<file path="src/design/lkv_pkg.sv">
// ----------------------------------------------------------------------------
// lkv_pkg: shared types and constants of the LRU key/value cache
// Sizes, request and response layouts, the entry record held by each cell,
// and the control bundle that the top level broadcasts along the cell chain.
// ----------------------------------------------------------------------------
package lkv_pkg;

	localparam int ENTRIES    = 16;
	localparam int KEY_BITS   = 32;
	localparam int VALUE_BITS = 32;

	// Capacity register and fill counter widths.
	localparam int CAP_W  = 5;
	localparam int FILL_W = $clog2(ENTRIES + 1);
	localparam int CMP_W  = (FILL_W > CAP_W) ? FILL_W : CAP_W;

	// Configuration port.
	localparam int APB_ADDR_W = 3;
	localparam int APB_DATA_W = 32;
	localparam logic REG_CAPACITY = 1'b0;
	localparam logic [CAP_W-1:0] CAPACITY_RESET = CAP_W'(16);

	// Operation codes.
	localparam logic CMD_GET = 1'b0;
	localparam logic CMD_PUT = 1'b1;

	typedef struct packed {
		logic                         cmd;
		logic signed [KEY_BITS-1:0]   key;
		logic signed [VALUE_BITS-1:0] value;
	} req_t;

	typedef struct packed {
		logic                         hit;
		logic signed [VALUE_BITS-1:0] read_value;
	} rsp_t;

	typedef struct packed {
		logic                  valid;
		logic [KEY_BITS-1:0]   key;
		logic [VALUE_BITS-1:0] value;
	} entry_t;

	// Broadcast to every cell for the request being accepted.
	typedef struct packed {
		logic go;     // the request changes the order of the chain
		logic hit;    // the key is held somewhere in the chain
		logic evict;  // a new key pushes the oldest entry out
	} cell_ctrl_t;

endpackage

</file>
<file path="src/design/lkv_cell.sv">
// ----------------------------------------------------------------------------
// lkv_cell: one position of the recency-ordered entry chain
// Holds a single entry, compares it against the requested key, and takes the
// entry of its more recent neighbour when the chain shifts through it.
// ----------------------------------------------------------------------------
module lkv_cell (
	input  logic                         clk,
	input  logic                         arst_n,
	input  logic [lkv_pkg::KEY_BITS-1:0] key,
	input  lkv_pkg::cell_ctrl_t          ctrl,
	input  lkv_pkg::entry_t              prev,
	input  logic                         match_after_in,
	output logic                         match_after_out,
	output logic                         match,
	output lkv_pkg::entry_t              ent
);
	import lkv_pkg::*;

	logic                  valid_q;
	logic [KEY_BITS-1:0]   key_q;
	logic [VALUE_BITS-1:0] value_q;
	logic                  shift;

	assign match           = valid_q && (key_q == key);
	assign match_after_out = match || match_after_in;

	// A hit moves the matching entry to the head, so every cell from the head
	// down to the match shifts. A new key shifts the whole valid prefix, one
	// cell further when the chain grows.
	always_comb begin
		if (ctrl.hit) begin
			shift = ctrl.go && match_after_out;
		end else if (ctrl.evict) begin
			shift = ctrl.go && valid_q;
		end else begin
			shift = ctrl.go && (valid_q || prev.valid);
		end
	end

	always_ff @(posedge clk or negedge arst_n) begin
		if (!arst_n) begin
			valid_q <= 1'b0;
		end else if (shift) begin
			valid_q <= prev.valid;
		end
	end

	always_ff @(posedge clk) begin
		if (shift) begin
			key_q   <= prev.key;
			value_q <= prev.value;
		end
	end

	assign ent = '{valid: valid_q, key: key_q, value: value_q};

endmodule

</file>
<file path="src/design/lru_key_value_cache.sv">
// ----------------------------------------------------------------------------
// lru_key_value_cache: fully associative key/value cache, LRU replacement
// A chain of cells kept in recency order, head most recent, answering get and
// put requests with one response each.
// ----------------------------------------------------------------------------
//
//  channel | handshake               | payload | accepted when
//  --------+-------------------------+---------+-------------------------------
//  in      | in_valid / in_stall     | in_req  | in_valid high, in_stall low
//  out     | out_valid / out_stall   | out_rsp | out_valid high, out_stall low
//  config  | psel penable pwrite     | pwdata  | psel, penable, pwrite, pready
//
// Each request is looked up and applied to the chain in the cycle it is
// accepted; its response appears in the output register the cycle after, so
// one request per cycle is taken while the output side keeps up. The cost of
// a request is set by the combinational key compare across all cells and the
// shift of the chain that follows it. in_stall is raised only while a response
// is held in the output register and out_stall is high. Reset empties the
// chain at once (valid bits only) and sets capacity to sixteen.
//
module lru_key_value_cache (
	input  logic                           clk,
	input  logic                           arst_n,
	input  logic                           in_valid,
	output logic                           in_stall,
	input  lkv_pkg::req_t                  in_req,
	output logic                           out_valid,
	input  logic                           out_stall,
	output lkv_pkg::rsp_t                  out_rsp,
	input  logic                           psel,
	input  logic                           penable,
	input  logic                           pwrite,
	input  logic [lkv_pkg::APB_ADDR_W-1:0] paddr,
	input  logic [lkv_pkg::APB_DATA_W-1:0] pwdata,
	output logic [lkv_pkg::APB_DATA_W-1:0] prdata,
	output logic                           pready
);
	import lkv_pkg::*;

	logic [CAP_W-1:0]      capacity_q;
	logic [FILL_W-1:0]     fill_q;
	logic                  out_valid_q;
	rsp_t                  out_rsp_q;

	logic                  accept;
	logic                  is_put;
	logic                  hit_any;
	logic                  evict;
	logic [CMP_W-1:0]      cap_eff;
	logic [VALUE_BITS-1:0] hit_value;
	logic [ENTRIES-1:0]    match_vec;
	logic [ENTRIES-1:0]    valid_vec;
	logic [ENTRIES:0]      match_after;
	entry_t                head;
	entry_t                ent [ENTRIES];
	cell_ctrl_t            ctrl;

	// ------------------------------------------------------------------
	// Configuration port. Register index sits above the byte offset.
	// ------------------------------------------------------------------
	assign pready = 1'b1;

	always_ff @(posedge clk or negedge arst_n) begin
		if (!arst_n) begin
			capacity_q <= CAPACITY_RESET;
		end else if (psel && penable && pwrite && pready && paddr[2] == REG_CAPACITY) begin
			capacity_q <= pwdata[CAP_W-1:0];
		end
	end

	assign prdata = (paddr[2] == REG_CAPACITY) ? APB_DATA_W'(capacity_q) : '0;

	// ------------------------------------------------------------------
	// Request handshake. The output register frees the input side.
	// ------------------------------------------------------------------
	assign in_stall = out_valid_q && out_stall;
	assign accept   = in_valid && !in_stall;
	assign is_put   = (in_req.cmd == CMD_PUT);

	// Capacity zero behaves as one; anything beyond the chain length is
	// clipped to it.
	always_comb begin
		if (capacity_q == '0) begin
			cap_eff = CMP_W'(1);
		end else if (CMP_W'(capacity_q) > CMP_W'(ENTRIES)) begin
			cap_eff = CMP_W'(ENTRIES);
		end else begin
			cap_eff = CMP_W'(capacity_q);
		end
	end

	// ------------------------------------------------------------------
	// Cell chain. Match information ripples from the tail towards the head
	// so that each cell knows whether the hit lies at or behind it.
	// ------------------------------------------------------------------
	assign match_after[ENTRIES] = 1'b0;
	assign hit_any              = match_after[0];

	always_comb begin
		hit_value = '0;
		for (int i = 0; i < ENTRIES; i++) begin
			if (match_vec[i]) begin
				hit_value = hit_value | ent[i].value;
			end
			valid_vec[i] = ent[i].valid;
		end
	end

	// A new key evicts the oldest entry once the chain holds capacity entries.
	assign evict = (CMP_W'(fill_q) >= cap_eff);

	// The head takes the touched or inserted entry; a put always brings its
	// own value, a get hit carries the stored one forward.
	always_comb begin
		head.valid = 1'b1;
		head.key   = in_req.key;
		head.value = (hit_any && !is_put) ? hit_value : in_req.value;
	end

	always_comb begin
		ctrl.go    = accept && (hit_any || is_put);
		ctrl.hit   = hit_any;
		ctrl.evict = evict;
	end

	for (genvar i = 0; i < ENTRIES; i++) begin : g_cell
		entry_t prev;
		if (i == 0) begin : g_head
			assign prev = head;
		end else begin : g_body
			assign prev = ent[i-1];
		end

		lkv_cell u_cell (
			.clk             (clk),
			.arst_n          (arst_n),
			.key             (in_req.key),
			.ctrl            (ctrl),
			.prev            (prev),
			.match_after_in  (match_after[i+1]),
			.match_after_out (match_after[i]),
			.match           (match_vec[i]),
			.ent             (ent[i])
		);
	end

	// ------------------------------------------------------------------
	// Fill count: grows only when a new key is added without an eviction.
	// ------------------------------------------------------------------
	always_ff @(posedge clk or negedge arst_n) begin
		if (!arst_n) begin
			fill_q <= '0;
		end else if (accept && is_put && !hit_any && !evict) begin
			fill_q <= fill_q + FILL_W'(1);
		end
	end

	// ------------------------------------------------------------------
	// Response register.
	// ------------------------------------------------------------------
	always_ff @(posedge clk or negedge arst_n) begin
		if (!arst_n) begin
			out_valid_q <= 1'b0;
		end else if (accept) begin
			out_valid_q <= 1'b1;
		end else if (!out_stall) begin
			out_valid_q <= 1'b0;
		end
	end

	always_ff @(posedge clk) begin
		if (accept) begin
			out_rsp_q.hit        <= hit_any;
			out_rsp_q.read_value <= (hit_any && !is_put) ? hit_value : '1;
		end
	end

	assign out_valid = out_valid_q;
	assign out_rsp   = out_rsp_q;

`ifndef SYNTHESIS
	// Keys in the chain are unique, so at most one cell can match.
	a_single_match: assert property (@(posedge clk) disable iff (!arst_n)
		$onehot0(match_vec))
		else $error("more than one cell matches the requested key");

	// The valid cells form a prefix whose length is the fill count.
	a_fill_tracks_valid: assert property (@(posedge clk) disable iff (!arst_n)
		$countones(valid_vec) == 32'(fill_q))
		else $error("fill count disagrees with the valid cells");

	a_fill_bound: assert property (@(posedge clk) disable iff (!arst_n)
		CMP_W'(fill_q) <= CMP_W'(ENTRIES))
		else $error("fill count exceeds the chain length");

	// A new key below capacity lengthens the chain by one.
	a_fill_grows: assert property (@(posedge clk) disable iff (!arst_n)
		(accept && is_put && !hit_any && !evict) |=> (fill_q == $past(fill_q) + FILL_W'(1)))
		else $error("insert without eviction did not grow the chain");
`endif

endmodule
</file>
<file path="config.mk">
export PLATFORM = sky130hd
export DESIGN_NAME = lru_key_value_cache
export DESIGN_NICKNAME = d
export VERILOG_FILES = /design/src/design/lkv_pkg.sv /design/src/design/lkv_cell.sv /design/src/design/lru_key_value_cache.sv
export SDC_FILE = /design/constraint.sdc
export NUM_CORES = 1
export LEC_CHECK = 0
export BUFFER_PORTS_ARGS = -buffer_cell sky130_fd_sc_hd__buf_2
export CAP_MARGIN = 0
export CORE_MARGIN = 2
export CORE_UTILIZATION = 35
export DETAILED_ROUTE_END_ITERATION = 8
export PLACE_DENSITY = 0.56
export SLEW_MARGIN = 5
export SYNTH_ARGS = -nofsm -noshare
export SYNTH_HDL_FRONTEND = slang
export SYNTH_SLANG_ARGS = --single-unit
</file>
<file path="constraint.sdc">
create_clock -name clk -period 10.2 [get_ports clk]
set_input_delay 0 -clock clk [delete_from_list [all_inputs] [get_ports clk]]
set_output_delay 0 -clock clk [all_outputs]
set_load 0.05 [all_outputs]
</file>
==> flow_metrics.env, run 1 <==
export IMPL_syn_inst=2467
export IMPL_clk_pin_slew_ps=60
export IMPL_end_kind="flip-flop"
export IMPL_dieArea_mm2=0.126
export IMPL_slew_violations=0
export IMPL_path_cells="dlygate4sd3_1 > buf_2 > inv_1 > o221a_2 > nand4_1 > nor4_4 > buf_4 > nor4_4 > nand4_2 > or2_2 > a21oi_4 > buf_4"
export IMPL_synth_seq_area_share_pct=75.4
export IMPL_grt_max_degree=65
export IMPL_hpwl_um=68400
export IMPL_cp_arrival_ps=5810
export IMPL_syn_avg_cell_area_um2=17.4
export IMPL_die_x_um=354
export IMPL_rows=128
export IMPL_clock_tree_buffer_depth=3
export IMPL_crit_fanout=33
export IMPL_postLayoutSetupSlackWorst_ps=4670
export IMPL_rsz0062_at_grt="no"
export IMPL_ys_warn_count=0
export IMPL_period_minus_slack_ps=5530
export IMPL_cts_tree="yes"
export IMPL_hold_viol_final=0
export IMPL_cp_data_required_time_ps=10480
export IMPL_synth_edf_count=1057
export IMPL_ir_drop_mv=0.177
export IMPL_power_density_mw_per_mm2=214
export IMPL_ys_flop_type="edfxtp_1"
export IMPL_drive_gt1_share_pct=13.2
export IMPL_clock_latency_ps=710
export IMPL_synthArstFlopShare_pct=2.49
export IMPL_antenna_found_initial=2
export IMPL_gp_congestion=0.856
export IMPL_post_place_ws_ps=4600
export IMPL_grtUsageTotal_pct=17.8
export IMPL_drc=0
export IMPL_critPathSlowestCell="buf_4"
export IMPL_finalCritPeriodShare_pct=54.2
export IMPL_outcome="finished clean"
export IMPL_fin_nets=2796
export IMPL_tightest_slew_ps=1090
export IMPL_core_area_mm2=0.122
export IMPL_cts_htree_levels=3
export IMPL_dieHeight_um=354
export IMPL_drt_iter0_markers=2157
export IMPL_cp_start_kind="input port"
export IMPL_ys_seq_elements=1084
export IMPL_io_pins=175
export IMPL_hold_class="input port to flip-flop"
export IMPL_syn_area_mm2=0.0430
export IMPL_slew_headroom_pct=27.0
export IMPL_start_util_pct=35.3
export IMPL_dr_total_vias=23200
export IMPL_wl_per_cell_um=25.7
export IMPL_setup_violations=0
export IMPL_port_buffers=117
export IMPL_grt_pass1_wl_um=165000
export IMPL_skew_ps=70.3
export IMPL_vias_per_cell=5.26
export IMPL_fmax_mhz=181
export IMPL_post_cts_buffers=0
export IMPL_drtAntennaViolNets=0
export IMPL_tns_ps=0
export IMPL_routed_wl_um=113000
export IMPL_grt_pass1_vias=24600
export IMPL_slowest_delay_ps=760
export IMPL_cap_violations=0
export IMPL_worstSetupPathType="input port to flip-flop"
export IMPL_cts_root_buf="clkbuf_16"
export IMPL_dr_pass1_iters=6
export IMPL_total_power_mw=10.6
export IMPL_clock_sinks=1084
export IMPL_synth_cell_types=57
export IMPL_cts_buffers=109
export IMPL_leakagePower_nw=15.9
export IMPL_syn_to_final_growth_pct=15.4
export IMPL_overflow=0
cell families (layout without fill, tap and decap cells):
logic type               count (synthesis)  in the layout  share of synthesized area (%)
XOR/XNOR                               506            506                           10.3
adder cells (fa/ha/maj)                  6              6                          0.175
buffers and inverters                  175            458                           2.36
multiplexers                            13             13                          0.341
AND/OR/NAND/NOR                        330            330                           4.73
other                                    2             29                         0.0175
AO/OA/AOI/OAI                          351            351                           6.62
flip-flops                            1084           1084                           75.4
synth_stat cells, types with 2 or more instances:
| cell | number | share of area (%) |
|---|---|---|
| o221ai_1 | 2 | 0.041 |
| nand4_1 | 84 | 1.2 |
| mux2_1 | 5 | 0.13 |
| inv_1 | 17 | 0.15 |
| nor3_2 | 11 | 0.26 |
| nand2_1 | 23 | 0.20 |
| a31o_2 | 2 | 0.041 |
| a22o_1 | 93 | 1.9 |
| nand3_1 | 13 | 0.15 |
| mux2_2 | 8 | 0.21 |
| a21oi_1 | 23 | 0.27 |
| nor4_1 | 90 | 1.3 |
| nand4b_1 | 2 | 0.041 |
| ha_1 | 6 | 0.17 |
| buf_6 | 11 | 0.29 |
| a221oi_1 | 94 | 1.9 |
| or2_2 | 5 | 0.073 |
| clkbuf_1 | 47 | 0.41 |
| xor2_1 | 365 | 7.4 |
| a22oi_1 | 70 | 1.2 |
| nand2b_1 | 7 | 0.10 |
| nor4_4 | 4 | 0.20 |
| a2bb2oi_1 | 2 | 0.041 |
| edfxtp_1 | 1057 | 74 |
| nor3_1 | 19 | 0.22 |
| a31oi_1 | 3 | 0.044 |
| a211oi_1 | 5 | 0.087 |
| o21a_1 | 36 | 0.63 |
| o31a_1 | 2 | 0.041 |
| buf_4 | 61 | 1.1 |
| dfrtp_1 | 26 | 1.5 |
| a21o_1 | 7 | 0.12 |
| and3_1 | 34 | 0.50 |
| nor2b_1 | 7 | 0.10 |
| conb_1 | 2 | 0.017 |
| xnor2_1 | 141 | 2.9 |
| nor2_1 | 25 | 0.22 |
| o21ai_1 | 2 | 0.023 |
| buf_2 | 38 | 0.44 |
worst paths after layout:
kind | slack, ps | depth (start not counted) | from | endpoint
setup reg to reg | 4820 | 11 | g_cell[10].u_cell.key_q[21]$_DFFE_PP_ | g_cell[6].u_cell.value_q[14]$_DFFE_PP_
setup / recovery | 4670 | 12 | in_req[53] | g_cell[9].u_cell.value_q[14]$_DFFE_PP_
hold / removal | 80 | 4 | out_stall | out_valid$_DFFE_PN0P_
min in group asynchronous | 490 | 3 | arst_n | capacity_q[4]$_DFFE_PN1P_
hold reg to reg | 420 | 0 | g_cell[1].u_cell.value_q[14]$_DFFE_PP_ | g_cell[2].u_cell.value_q[14]$_DFFE_PP_
max in group asynchronous | 9480 | 4 | arst_n | capacity_q[3]$_DFFE_PN0P_
final cells by class:
| cell class | instances | area [um2] |
|---|---|---|
| repair buffers | 236 | 1690 |
| multi-input cells | 1234 | 9810 |
| clock inverters | 55 | 572 |
| diodes | 1 | 2.50 |
| inverters | 18 | 71.3 |
| fillers | 11000 | 72300 |
| clock buffers | 149 | 2980 |
| flip-flops and latches | 1084 | 32400 |
| well taps | 1625 | 2030 |
critical path: cells and delay by family:
kind	cells	cell delay [ps]
buf+inv	5	2590
simple gates	5	2060
compound gates	2	1080
repair_timing:
item                      CTS  global route
hold buffers               81             0
gates resized for setup     0             0
hold endpoints to repair  104             0
layer usage:
layer | vias up | wire, um | GRT usage, %
met2 | 1132 | 55300 | 30.3
met4 | 2 | 4940 | 7.81
met3 | 286 | 8260 | 3.11
li1 | 10000 | - | -
met1 | 11700 | 44600 | 22.1
met5 | - | 13 | 0
registers in the layout (all words and copies together) (netlist names):
name,cells
out_rsp,33
g_cell.u_cell.valid_q,16
capacity_q,5
fill_q,5
g_cell.u_cell.key_q,512
out_valid,1
g_cell.u_cell.value_q,512
power breakdown:
part,internal [mW],switching [mW]
Clock,2.25,1.71
Sequential,5.45,0.272
Combinational,0.284,0.647
through the flow:
| stage | instances | util (%) | instance area [um2] | hold WS (ps) |
|---|---|---|---|---|
| finish | 4402 | 40.7 | 49600 | 76.0 |
| detailed placement | 4116 | 37.1 | 45200 | 123 |
| global placement | 4116 | 37.1 | 45200 | 98.5 |
| global route | 4401 | 40.7 | 49600 | 98.6 |
| floorplan | 2493 | - | 43100 | -296 |
| CTS | 4401 | 40.7 | 49600 | 30.2 |
placed cells by master, fill, tap and decap left out, types with 5 or more instances in the layout:
master	n
edfxtp_1	1057
xor2_1	365
xnor2_1	141
buf_2	117
clkbuf_16	110
a221oi_1	94
a22o_1	93
nor4_1	90
nand4_1	84
dlygate4sd3_1	80
a22oi_1	70
buf_4	38
o21a_1	36
and3_1	31
clkbuf_1	31
conb_1	28
dfrtp_1	26
nand2_1	23
clkinv_1	23
a21oi_1	20
nor3_1	19
nor2_1	19
clkinv_2	18
inv_1	13
nand3_1	13
nor3_4	10
mux2_2	8
clkbuf_8	8
bufinv_16	8
nor2b_1	7
nand2b_1	7
a21o_1	6
nor2_4	6
ha_1	6
nor4_4	5
or2_2	5
a211oi_1	5
mux2_1	5
(Power assumes the default switching activity.)
==> inputs of run 2 (changes only) <==
clock period = 5.53 ns   (was 10.2 ns; I/O delays follow)
==> flow_metrics.env, run 2 (synthesized netlist as in run 1, its figures left out) <==
export IMPL_sequentialPowerShare_pct=53.4
export IMPL_gp_congestion=0.877
export IMPL_dpl_cell_area_mm2=0.0456
export IMPL_slew_headroom_pct=25.5
export IMPL_rrSetupSlack_ps=1260
export IMPL_slowest_delay_ps=790
export IMPL_cts_buffers=110
export IMPL_period_minus_slack_ps=4270
export IMPL_clock_tree_buffer_depth=3
export IMPL_path_cells="xnor2_1 > nand4_1 > nor4_1 > and3_2 > nor4_1 > nand4_2 > and2_4 > nand4_1 > o21a_1"
export IMPL_leakagePower_nw=16.2
export IMPL_tightest_slew_ps=1120
export IMPL_grt_pass1_vias=24600
export IMPL_drtAntennaViolNets=0
export IMPL_core_area_mm2=0.122
export IMPL_grt_max_degree=65
export IMPL_skew_ps=54.5
export IMPL_p_int_mw=14.8
export IMPL_rows=128
export IMPL_power_density_mw_per_mm2=395
export IMPL_startpoint="g_cell[1].u_cell.key_q[10]$_DFFE_PP_"
export IMPL_drt_iter0_markers=2095
export IMPL_total_power_mw=19.8
export IMPL_grtUsageTotal_pct=18.0
export IMPL_cts_root_buf="clkbuf_16"
export IMPL_final_common_cell="edfxtp_1"
export IMPL_fmax_mhz=234
export IMPL_clock_latency_ps=720
export IMPL_hold_buffers=81
export IMPL_wl_per_cell_um=26.0
export IMPL_cp_arrival_ps=4690
export IMPL_antenna_found_initial=4
export IMPL_cap_violations=0
export IMPL_grt_pass1_wl_um=166000
export IMPL_vias_per_cell=5.29
export IMPL_drive_gt1_share_pct=14.9
export IMPL_dieHeight_um=354
export IMPL_switchingPower_mw=4.94
export IMPL_fin_area_mm2=0.0500
export IMPL_layout_common_cells="1057 x edfxtp_1, 365 x xor2_1, 141 x xnor2_1"
export IMPL_critical_path_top_delay_family="simple AND/OR/NAND/NOR gates"
export IMPL_critPathSlowestCell="and3_2"
export IMPL_start_util_pct=35.3
export IMPL_clkPwrFrac_pct=37.6
export IMPL_cp_num_cells=9
export IMPL_die_x_um=354
export IMPL_io_pins=175
export IMPL_finalCritPeriodShare_pct=77.1
export IMPL_path_buf_inv=0
export IMPL_post_cts_buffers=0
export IMPL_end_kind="flip-flop"
export IMPL_rsz0062_at_grt="no"
export IMPL_dieArea_mm2=0.126
export IMPL_p_sw_share_pct=25.0
export IMPL_p_comb_share_pct=9.1
export IMPL_dr_total_vias=23500
export IMPL_clock_sinks=1084
export IMPL_cp_data_required_time_ps=5960
export IMPL_routed_wl_um=115000
export IMPL_hold_class="input port to flip-flop"
export IMPL_crit_fanout=39
export IMPL_rr_startpoint="g_cell[1].u_cell.key_q[10]$_DFFE_PP_"
export IMPL_overflow=0
export IMPL_setup_violations=0
export IMPL_outcome="finished clean"
export IMPL_slew_violations=0
export IMPL_clk_pin_slew_ps=60
export IMPL_worstSetupPathType="flip-flop to flip-flop"
export IMPL_dr_pass1_iters=5
export IMPL_cts_htree_levels=3
export IMPL_fin_nets=2834
export IMPL_crit_end="g_cell[0].u_cell.value_q[8]$_DFFE_PP_"
export IMPL_ir_drop_mv=0.279
export IMPL_tns_ps=0
export IMPL_syn_to_final_growth_pct=16.4
export IMPL_hpwl_um=71700
export IMPL_drc=0
export IMPL_port_buffers=117
export IMPL_hold_viol_final=0
export IMPL_cts_tree="yes"
export IMPL_cp_start_kind="flip-flop"
export IMPL_reg2regPathDepth=9
export IMPL_ctsResizeCount=0
export IMPL_rr_endpoint="g_cell[0].u_cell.value_q[8]$_DFFE_PP_"
## run 2: cell count changes in the layout (fill, tap and decap cells not counted), moves of 3 or more
| cell | delta |
|---|---|
| buf_12 | +7 |
| buf_4 | +30 |
| bufinv_16 | +3 |
| clkbuf_1 | -8 |
| clkbuf_8 | -7 |
| clkinv_1 | -5 |
| clkinv_2 | +17 |
## run 2: power groups by stage
stage                     registers (mW)  clock network, mW  logic [mW]
after floorplan                     10.5                  0        1.11
after global placement              10.7                  0        1.72
after detailed placement            10.7                  0        1.74
after CTS                           10.5               7.57        1.80
after global routing                10.6               7.87        1.93
final                               10.5               7.42        1.79
## run 2: routing by layer
layer	wire length (um)	up-vias	GRT usage, %
met2	56300	1148	30.6
met5	13	-	0
met1	45800	11900	22.7
met3	8790	266	3.48
met4	4410	2	7.02
li1	-	10100	-
## run 2: worst reg2reg max path, stage by stage, from the launching register on
cell and delay, ps:
edfxtp_1 410, xnor2_1 170, nand4_1 140, nor4_1 570
and3_2 790, nor4_1 160, nand4_2 260, and2_4 660
nand4_1 550, o21a_1 260
## run 2: how the worst min path moves through the flow
stage                           from                                      to  slack (ps)  cells after the start
final                      out_stall                   out_valid$_DFFE_PN0P_          90                      4
after global routing      in_req[30]  g_cell[0].u_cell.value_q[30]$_DFFE_PP_         110                      3
after CTS                  out_stall                   out_valid$_DFFE_PN0P_          40                      4
after detailed placement      arst_n               capacity_q[0]$_DFFE_PN0P_         110                      1
after global placement        arst_n               capacity_q[0]$_DFFE_PN0P_          90                      1
after floorplan               arst_n               capacity_q[0]$_DFFE_PN0P_        -300                      0
## run 2: through the flow
step | hold slack, ps | instances | setup WS (ps) | util (%)
finish | 91.7 | 4442 | 1260 | 41.0
global route | 114 | 4442 | 1070 | 41.0
CTS | 40.6 | 4441 | 1210 | 41.0
detailed placement | 107 | 4153 | 1190 | 37.4
global placement | 90.9 | 4153 | 1190 | 37.4
floorplan | -296 | 2493 | 602 | -
## run 2: final cells by class
| type | instances | area [um2] |
|---|---|---|
| tap | 1625 | 2030 |
| inverter | 18 | 71.3 |
| clock buffer | 134 | 2850 |
| multi-input combinational | 1234 | 9810 |
| sequential | 1084 | 32400 |
| clock inverter | 73 | 751 |
| antenna | 1 | 2.50 |
| timing repair buffer | 273 | 2060 |
| fill | 10900 | 71900 |
